File: src/sv/cit_pkg.sv
// shared constants, request codes and command type for the channel id table
package cit_pkg;

  localparam int TABLE_DEPTH = 64;
  localparam int SLOT_W      = $clog2(TABLE_DEPTH);
  localparam int FILL_W      = $clog2(TABLE_DEPTH + 1);
  localparam int CMP_W       = SLOT_W + 1;
  localparam int ID_W        = 32;
  localparam int COUNT_W     = 7;
  localparam int COUNT_MAX   = 127;

  localparam logic [1:0] REQ_OPEN  = 2'd0;
  localparam logic [1:0] REQ_BIND  = 2'd1;
  localparam logic [1:0] REQ_CLOSE = 2'd2;
  localparam logic [1:0] REQ_COUNT = 2'd3;

  // classified request as it travels from front to back
  typedef struct packed {
    logic [1:0]        req;
    logic [SLOT_W-1:0] slot;
    logic              id_ok;
  } cmd_t;

endpackage

File: src/sv/cit_front.sv
// front end: takes items and turns a lookup id into a candidate slot
module cit_front import cit_pkg::*; (
  input  logic            start,
  input  logic            full,
  input  logic [1:0]      req_type,
  input  logic [ID_W-1:0] lookup_id,
  output logic            push,
  output cmd_t            cmd
);

  logic [ID_W-1:0] id_m1;

  // ids are handed out as slot + 1, so slot = id - 1 when it fits
  assign id_m1 = lookup_id - ID_W'(1);

  assign push      = start && !full;
  assign cmd.req   = req_type;
  assign cmd.slot  = id_m1[SLOT_W-1:0];
  assign cmd.id_ok = (lookup_id != '0) && (id_m1[ID_W-1:SLOT_W] == '0);

endmodule

File: src/sv/cit_queue.sv
// two-entry command queue between front and back
module cit_queue import cit_pkg::*; (
  input  logic clk,
  input  logic rst_n,
  input  logic push,
  input  cmd_t push_cmd,
  input  logic pop,
  output logic full,
  output logic not_empty,
  output cmd_t head
);

  cmd_t       q_r [2];
  logic       wr_ptr_r, wr_ptr_nxt;
  logic       rd_ptr_r, rd_ptr_nxt;
  logic [1:0] cnt_r, cnt_nxt;
  logic       do_pop;

  assign full      = (cnt_r == 2'd2);
  assign not_empty = (cnt_r != 2'd0);
  assign head      = q_r[rd_ptr_r];
  assign do_pop    = pop && not_empty;

  always_comb begin
    wr_ptr_nxt = push ? ~wr_ptr_r : wr_ptr_r;
    rd_ptr_nxt = do_pop ? ~rd_ptr_r : rd_ptr_r;
    cnt_nxt    = cnt_r + 2'(push) - 2'(do_pop);
  end

  always_ff @(posedge clk) begin
    if (!rst_n) begin
      wr_ptr_r <= 1'b0;
      rd_ptr_r <= 1'b0;
      cnt_r    <= 2'd0;
    end else begin
      wr_ptr_r <= wr_ptr_nxt;
      rd_ptr_r <= rd_ptr_nxt;
      cnt_r    <= cnt_nxt;
    end
  end

  always_ff @(posedge clk) begin
    if (push) begin
      q_r[wr_ptr_r] <= push_cmd;
    end
  end

endmodule

File: src/sv/cit_back.sv
// back end: live marks, fill and live counters, registered result
module cit_back import cit_pkg::*; (
  input  logic               clk,
  input  logic               rst_n,
  input  logic               cmd_valid,
  input  cmd_t               cmd,
  output logic               pop,
  output logic               res_valid,
  output logic               res_status,
  output logic [ID_W-1:0]    res_id,
  output logic [COUNT_W-1:0] res_count
);

  logic [TABLE_DEPTH-1:0] live_r, live_nxt;
  logic [FILL_W-1:0]      fill_r, fill_nxt;
  logic [FILL_W-1:0]      nlive_r, nlive_nxt;
  logic                   valid_r;
  logic                   status_r, status_nxt;
  logic [ID_W-1:0]        id_r, id_nxt;
  logic [COUNT_W-1:0]     count_r, count_nxt;
  logic                   hit;
  logic                   has_room;

  assign pop      = cmd_valid;
  assign has_room = (CMP_W'(fill_r) < CMP_W'(TABLE_DEPTH));
  // slot must be one already opened and still live
  assign hit      = cmd.id_ok && (CMP_W'(cmd.slot) < CMP_W'(fill_r)) && live_r[cmd.slot];

  always_comb begin
    live_nxt   = live_r;
    fill_nxt   = fill_r;
    nlive_nxt  = nlive_r;
    status_nxt = 1'b1;
    id_nxt     = '0;
    count_nxt  = '0;
    if (cmd_valid) begin
      case (cmd.req)
        REQ_OPEN: begin
          if (has_room) begin
            live_nxt[fill_r[SLOT_W-1:0]] = 1'b1;
            fill_nxt   = fill_r + FILL_W'(1);
            nlive_nxt  = nlive_r + FILL_W'(1);
            status_nxt = 1'b0;
            id_nxt     = ID_W'(fill_r) + ID_W'(1);
          end
        end
        REQ_BIND: begin
          if (hit) begin
            status_nxt = 1'b0;
          end
        end
        REQ_CLOSE: begin
          if (hit) begin
            live_nxt[cmd.slot] = 1'b0;
            nlive_nxt  = nlive_r - FILL_W'(1);
            status_nxt = 1'b0;
          end
        end
        REQ_COUNT: begin
          status_nxt = 1'b0;
          count_nxt  = (32'(nlive_r) > 32'(COUNT_MAX)) ? COUNT_W'(COUNT_MAX)
                                                         : COUNT_W'(nlive_r);
        end
        default: begin
          status_nxt = 1'b1;
        end
      endcase
    end
  end

  always_ff @(posedge clk) begin
    if (!rst_n) begin
      live_r  <= '0;
      fill_r  <= '0;
      nlive_r <= '0;
      valid_r <= 1'b0;
    end else begin
      live_r  <= live_nxt;
      fill_r  <= fill_nxt;
      nlive_r <= nlive_nxt;
      valid_r <= cmd_valid;
    end
  end

  always_ff @(posedge clk) begin
    status_r <= status_nxt;
    id_r     <= id_nxt;
    count_r  <= count_nxt;
  end

  assign res_valid  = valid_r;
  assign res_status = status_r;
  assign res_id     = id_r;
  assign res_count  = count_r;

endmodule

File: src/sv/channel_id_table.sv
// top level of the channel id table: front, command queue and back
//
// An item is taken on a rising edge with start high and busy low, and its
// result shows on the out_ ports for exactly one cycle with out_valid high,
// once it has passed the command queue and the result register; the
// receiver cannot hold results off, so results simply stream out in request
// order. The back end retires one queued request per cycle, so a new item
// may be given every cycle and busy, which reports a full two-entry command
// queue, stays low in normal use. There is no clearing pass after reset.
// Slots are handed out in order and never reused, so the local id of slot s
// is always s + 1; bind and close therefore check one slot directly instead
// of searching the table. The kind, window and peer id fields are taken with
// the item but no request ever reads them back, so they are not kept.
module channel_id_table import cit_pkg::*; (
  input  logic               clk,
  input  logic               rst_n,
  input  logic               start,
  output logic               busy,
  input  logic [1:0]         in_req_type,
  input  logic [1:0]         in_chan_kind,
  input  logic signed [31:0] in_window_request,
  input  logic [ID_W-1:0]    in_lookup_id,
  input  logic [ID_W-1:0]    in_peer_id,
  output logic               out_valid,
  output logic               out_status,
  output logic [ID_W-1:0]    out_assigned_id,
  output logic [COUNT_W-1:0] out_open_count
);

  logic push;
  cmd_t push_cmd;
  logic q_full;
  logic q_not_empty;
  cmd_t q_head;
  logic pop;

  // front: decode the request and map the lookup id onto a slot
  cit_front u_front (
    .start     (start),
    .full      (q_full),
    .req_type  (in_req_type),
    .lookup_id (in_lookup_id),
    .push      (push),
    .cmd       (push_cmd)
  );

  // short command queue between front and back; the back end never holds it off
  cit_queue u_queue (
    .clk       (clk),
    .rst_n     (rst_n),
    .push      (push),
    .push_cmd  (push_cmd),
    .pop       (pop),
    .full      (q_full),
    .not_empty (q_not_empty),
    .head      (q_head)
  );

  // back: apply the request to the live marks and counters
  cit_back u_back (
    .clk        (clk),
    .rst_n      (rst_n),
    .cmd_valid  (q_not_empty),
    .cmd        (q_head),
    .pop        (pop),
    .res_valid  (out_valid),
    .res_status (out_status),
    .res_id     (out_assigned_id),
    .res_count  (out_open_count)
  );

  assign busy = q_full;

  // every taken item yields its result once it has passed the queue and result register
  a_latency: assert property (@(posedge clk) disable iff (!rst_n)
    (start && !busy) |-> ##2 out_valid)
    else $error("result missing two cycles after item was taken");

  // a nonzero id only comes with a successful result
  a_id_ok: assert property (@(posedge clk) disable iff (!rst_n)
    (out_valid && (out_assigned_id != '0)) |-> !out_status)
    else $error("assigned id on a failed result");

  // a nonzero count only on a shown, successful result, and never with an id
  a_count: assert property (@(posedge clk) disable iff (!rst_n)
    (out_open_count != '0) |-> (out_valid && !out_status && (out_assigned_id == '0)))
    else $error("open count outside a count result");

endmodule
File: config.mk
export PLATFORM = sky130hd
export DESIGN_NAME = channel_id_table
export DESIGN_NICKNAME = d
export VERILOG_FILES = /design/src/sv/cit_pkg.sv /design/src/sv/cit_front.sv /design/src/sv/cit_queue.sv /design/src/sv/cit_back.sv /design/src/sv/channel_id_table.sv
export SDC_FILE = /design/constraint.sdc
export NUM_CORES = 1
export LEC_CHECK = 0
export BUFFER_PORTS_ARGS = -buffer_cell sky130_fd_sc_hd__buf_2
export CORE_ASPECT_RATIO = 1.25
export CORE_UTILIZATION = 42
export CTS_BUF_LIST = sky130_fd_sc_hd__clkbuf_2 sky130_fd_sc_hd__clkbuf_4 sky130_fd_sc_hd__clkbuf_8
export DETAILED_ROUTE_END_ITERATION = 12
export PLACE_DENSITY = 0.65
export SYNTH_ARGS = -nofsm -noshare
export SYNTH_HDL_FRONTEND = slang
export SYNTH_SLANG_ARGS = --single-unit
File: constraint.sdc
create_clock -name clk -period 3.4 [get_ports clk]
set_clock_uncertainty 0.05 [all_clocks]
set_input_delay 0 -clock clk [delete_from_list [all_inputs] [get_ports clk]]
set_output_delay 0 -clock clk [all_outputs]
set_load 0.005 [all_outputs]
==> metrics.csv <==
stage,metric,value,unit
status,outcome,finished clean,
min_path,hold_path.class,in2reg,
detailed_routing,drt_first_iter_violations,459,
logic_synthesis,muxShareOfSynthArea,4.91,%
floorplanning,core_area,0.0140,sq mm
place,dp_hpwl,11700,microns
grt,grt_pass1_vias,5302,
place,port_buffers,54,
logic_synthesis,synth_edf_count,18,
clock_tree,clk_latency,0.44,ns
detailed_routing,drc,0,
power,combPwrFrac,12.7,%
sta,slew_viol_final,0,
detailed_routing,antenna_left,0,
floorplanning,die_height,137,microns
logic_synthesis,ys_seq_area_share,41.6,%
power,p_leak,0.00285,uW
logic_synthesis,synth_top_family_by_area,simple AND/OR/NAND/NOR gates,
sta,post-route-period-util,93.8,%
final_layout,fill_cells,1283,
power,clkPwrFrac,42.9,%
sta,setup_viol,0,
final_layout,drive_above_1_share,16.4,%
sta,rsz0062_at_grt,false,
sta,fin_crit,3.19,ns
logic_synthesis,yosysWarnings,0,
power,switching_share,25.0,%
grt,grt_max_degree,54,
logic_synthesis,synthXorXnorAreaFrac,2.15,%
critical_path,critPathKind,reg2reg,
logic_synthesis,yosysUniqueCellTypes,63,
final_layout,syn_to_final_growth,17.9,%
final_layout,mostFrequentLayoutCells,"dfxtp_1, nor2_1, o21ai_0, nand2_1, a21oi_1",
critical_path,crit_required,3.65,ns
logic_synthesis,yosys.area_share.simple,21.4,%
power,pwr-share-seq,44.5,%
detailed_routing,routed_via_density,5.62,
detailed_routing,dr.pass1.iters,7,
detailed_routing,vias,5634,
power,power.switching,823,uW
critical_path,arrival,3.44,ns
floorplanning,start_util,43.7,%
logic_synthesis,synthAdderAreaFrac,3.60,%
clock_tree,numClockSinks,118,
logic_synthesis,synth_cells,725,
final_layout,final_cells,1002,
critical_path,path_max_fanout,11,
power,power_per_cell_area,456,mW/mm^2
power,irDropWorstVdd,0.000203,V
clock_tree,ctsHtreeMaxLevel,4,
logic_synthesis,async_flop_share,0,%
sta,tns,0,ns
sta,fmax,313,MHz
grt,grt_antenna_before_repair,0,
clock_tree,clk_pin_slew,0.07,ns
clock_tree,root_buffer,clkbuf_8,
sta,worstMarginPinSlew,0.770,ns
power,p_int,2460,uW
clock_tree,cts_tree,built,
clock_tree,cts_max_path_buffers,2,
logic_synthesis,ys.flop_type,dfxtp_1,
critical_path,cp-end-kind,flip-flop,
logic_synthesis,synth_area,0.00612,sq mm
floorplanning,io_pins,145,
clock_tree,cts_inserted_buffers,17,
sta,relSlewSlack,48.5,%
detailed_routing,detail_route.wl_per_cell,16.6,microns
place,gp_congestion,0.947,
place,dp.cells,957,
final_layout,diodes,0,
flow_run,cap_violations,0,
grt,grt_pass1_wl,26400,microns
sta,hold_violations,0,
logic_synthesis,synth-compound-area-share,19.6,%
logic_synthesis,synth_area_per_cell,8.44,sq um
logic_synthesis,synth-seq-cells,118,
clock_tree,postCtsSetupBuffers,0,
grt,grt_overflow,0,
grt,grt.total_usage,23.4,%
final_layout,final_common_cell,dfxtp_1,
floorplanning,die_x,110,microns
detailed_routing,totalWireLength,16600,microns
critical_path,start_kind,flip-flop,
final_layout,num-nets-final,935,
floorplanning,rows,48,
floorplanning,die-area,0.0151,sq mm
timing repair:
| action | 4_1_cts | 5_1_grt |
|---|---|---|
| hold buffers | 14 | 0 |
| endpoints found under the hold margin | 20 | 0 |
| endpoints found under the setup margin | 3 | 5 |
| gates resized for setup | 1 | 4 |
layout make-up:
class | count | area [sq um] | share of cell area [%]
inverter | 26 | 97.6 | 1.35
sequential | 118 | 2540 | 35.3
multi-input combinational | 554 | 3270 | 45.3
timing repair buffer | 98 | 648 | 8.99
clock inverter | 9 | 150 | 2.08
tap | 175 | 219 | 3.04
clock buffer | 22 | 284 | 3.94
synth_stat cells (4+ instances only):
master | instances | area share [%]
a21oi_1 | 66 | 5.4
a31oi_1 | 11 | 1.1
a32oi_1 | 8 | 1.1
a41oi_1 | 6 | 0.86
and2_1 | 11 | 1.1
and3_1 | 14 | 1.4
buf_4 | 28 | 3.4
clkbuf_1 | 19 | 1.2
dfxtp_1 | 100 | 33
edfxtp_1 | 18 | 8.8
ha_1 | 16 | 3.3
inv_1 | 24 | 1.5
mux2i_1 | 24 | 3.9
nand2_1 | 67 | 4.1
nand2b_1 | 5 | 0.51
nand3_1 | 29 | 2.4
nor2_1 | 95 | 5.8
nor2b_1 | 6 | 0.61
nor3_1 | 12 | 0.98
nor3b_2 | 4 | 0.82
nor4_1 | 6 | 0.61
o21a_1 | 5 | 0.61
o21ai_0 | 78 | 6.4
o22ai_1 | 4 | 0.41
xnor2_1 | 13 | 1.9
per-stage QoR:
step / worst slack, ns / power (uW) / hold WS, ns / util [%] / instance area (sq um)
6_report: 0.210 / 3290 / 0.0233 / 51.5 / 7210
5_1_grt: 0.0122 / 3390 / 0.0173 / 51.5 / 7210
4_1_cts: 0.161 / 3300 / 0.00721 / 51.4 / 7200
3_5_place_dp: 0.00922 / 1890 / 0.141 / 47.3 / 6620
3_3_place_gp: 0.0712 / 1880 / 0.144 / 47.3 / 6620
2_1_floorplan: 0.232 / 1760 / 0.0489 / - / 6210
path summary, 6_finish.rpt:
| path | slack, ns | cells after the start | start | end |
|---|---|---|---|---|
| worst min register to register | 0.43 | 2 | u_back.nlive_r[6]$_SDFFE_PN0P_ | u_back.nlive_r[6]$_SDFFE_PN0P_ |
| worst max register to register | 0.21 | 13 | flip-flop | u_back.live_r[62]$_SDFFE_PN0P_ |
| worst max-delay path | 0.21 | 13 | flip-flop | u_back.live_r[62]$_SDFFE_PN0P_ |
| worst min-delay path | 0.02 | 6 | in_lookup_id[30] | u_queue.q_r[1][0]$_DFFE_PP_ |
critical path, stage by stage, from the launching register on:
cell and delay, ns:
dfxtp_2 0.49, buf_4 0.23, mux2i_1 0.24, inv_1 0.10, ha_1 0.28, a21boi_1 0.13, o21ai_1 0.13, a21oi_1 0.08
a211oi_1 0.29, buf_4 0.20, nand4_4 0.23, nor4_4 0.29, buf_4 0.21, a31oi_1 0.09
registers in the layout (all words and copies together) (netlist names), 2 cells and up, named ones only:
register,flops
u_back.res_id,8
u_back.nlive_r,7
u_back.fill_r,7
u_queue.q_r,18
u_back.live_r,64
u_back.res_count,7
u_queue.cnt_r,2
power groups by stage:
stage / Sequential (uW) / Combinational (uW) / Clock [uW]
after detailed placement: 1490 / 397 / 0
after floorplan: 1480 / 282 / 0
after global routing: 1460 / 452 / 1480
after global placement: 1490 / 388 / 0
after CTS: 1460 / 410 / 1430
final: 1460 / 416 / 1410
metal layers:
layer / wire length [microns] / global-route usage (%) / vias up
li1: - / - / 2710
met1: 6770 / 28.4 / 2604
met2: 8060 / 38.9 / 267
met3: 1100 / 4.14 / 53
met4: 709 / 12.5 / 0
met5: 0 / 0 / -
kinds of logic after synthesis:
group,count (synthesis)
buffers and inverters,77
AND/OR/NAND/NOR,268
flip-flops,118
other,1
XOR/XNOR,15
adder cells (fa/ha/maj),17
multiplexers,27
AO/OA/AOI/OAI,202
No activity file was read; power rests on OpenSTA's default activity.
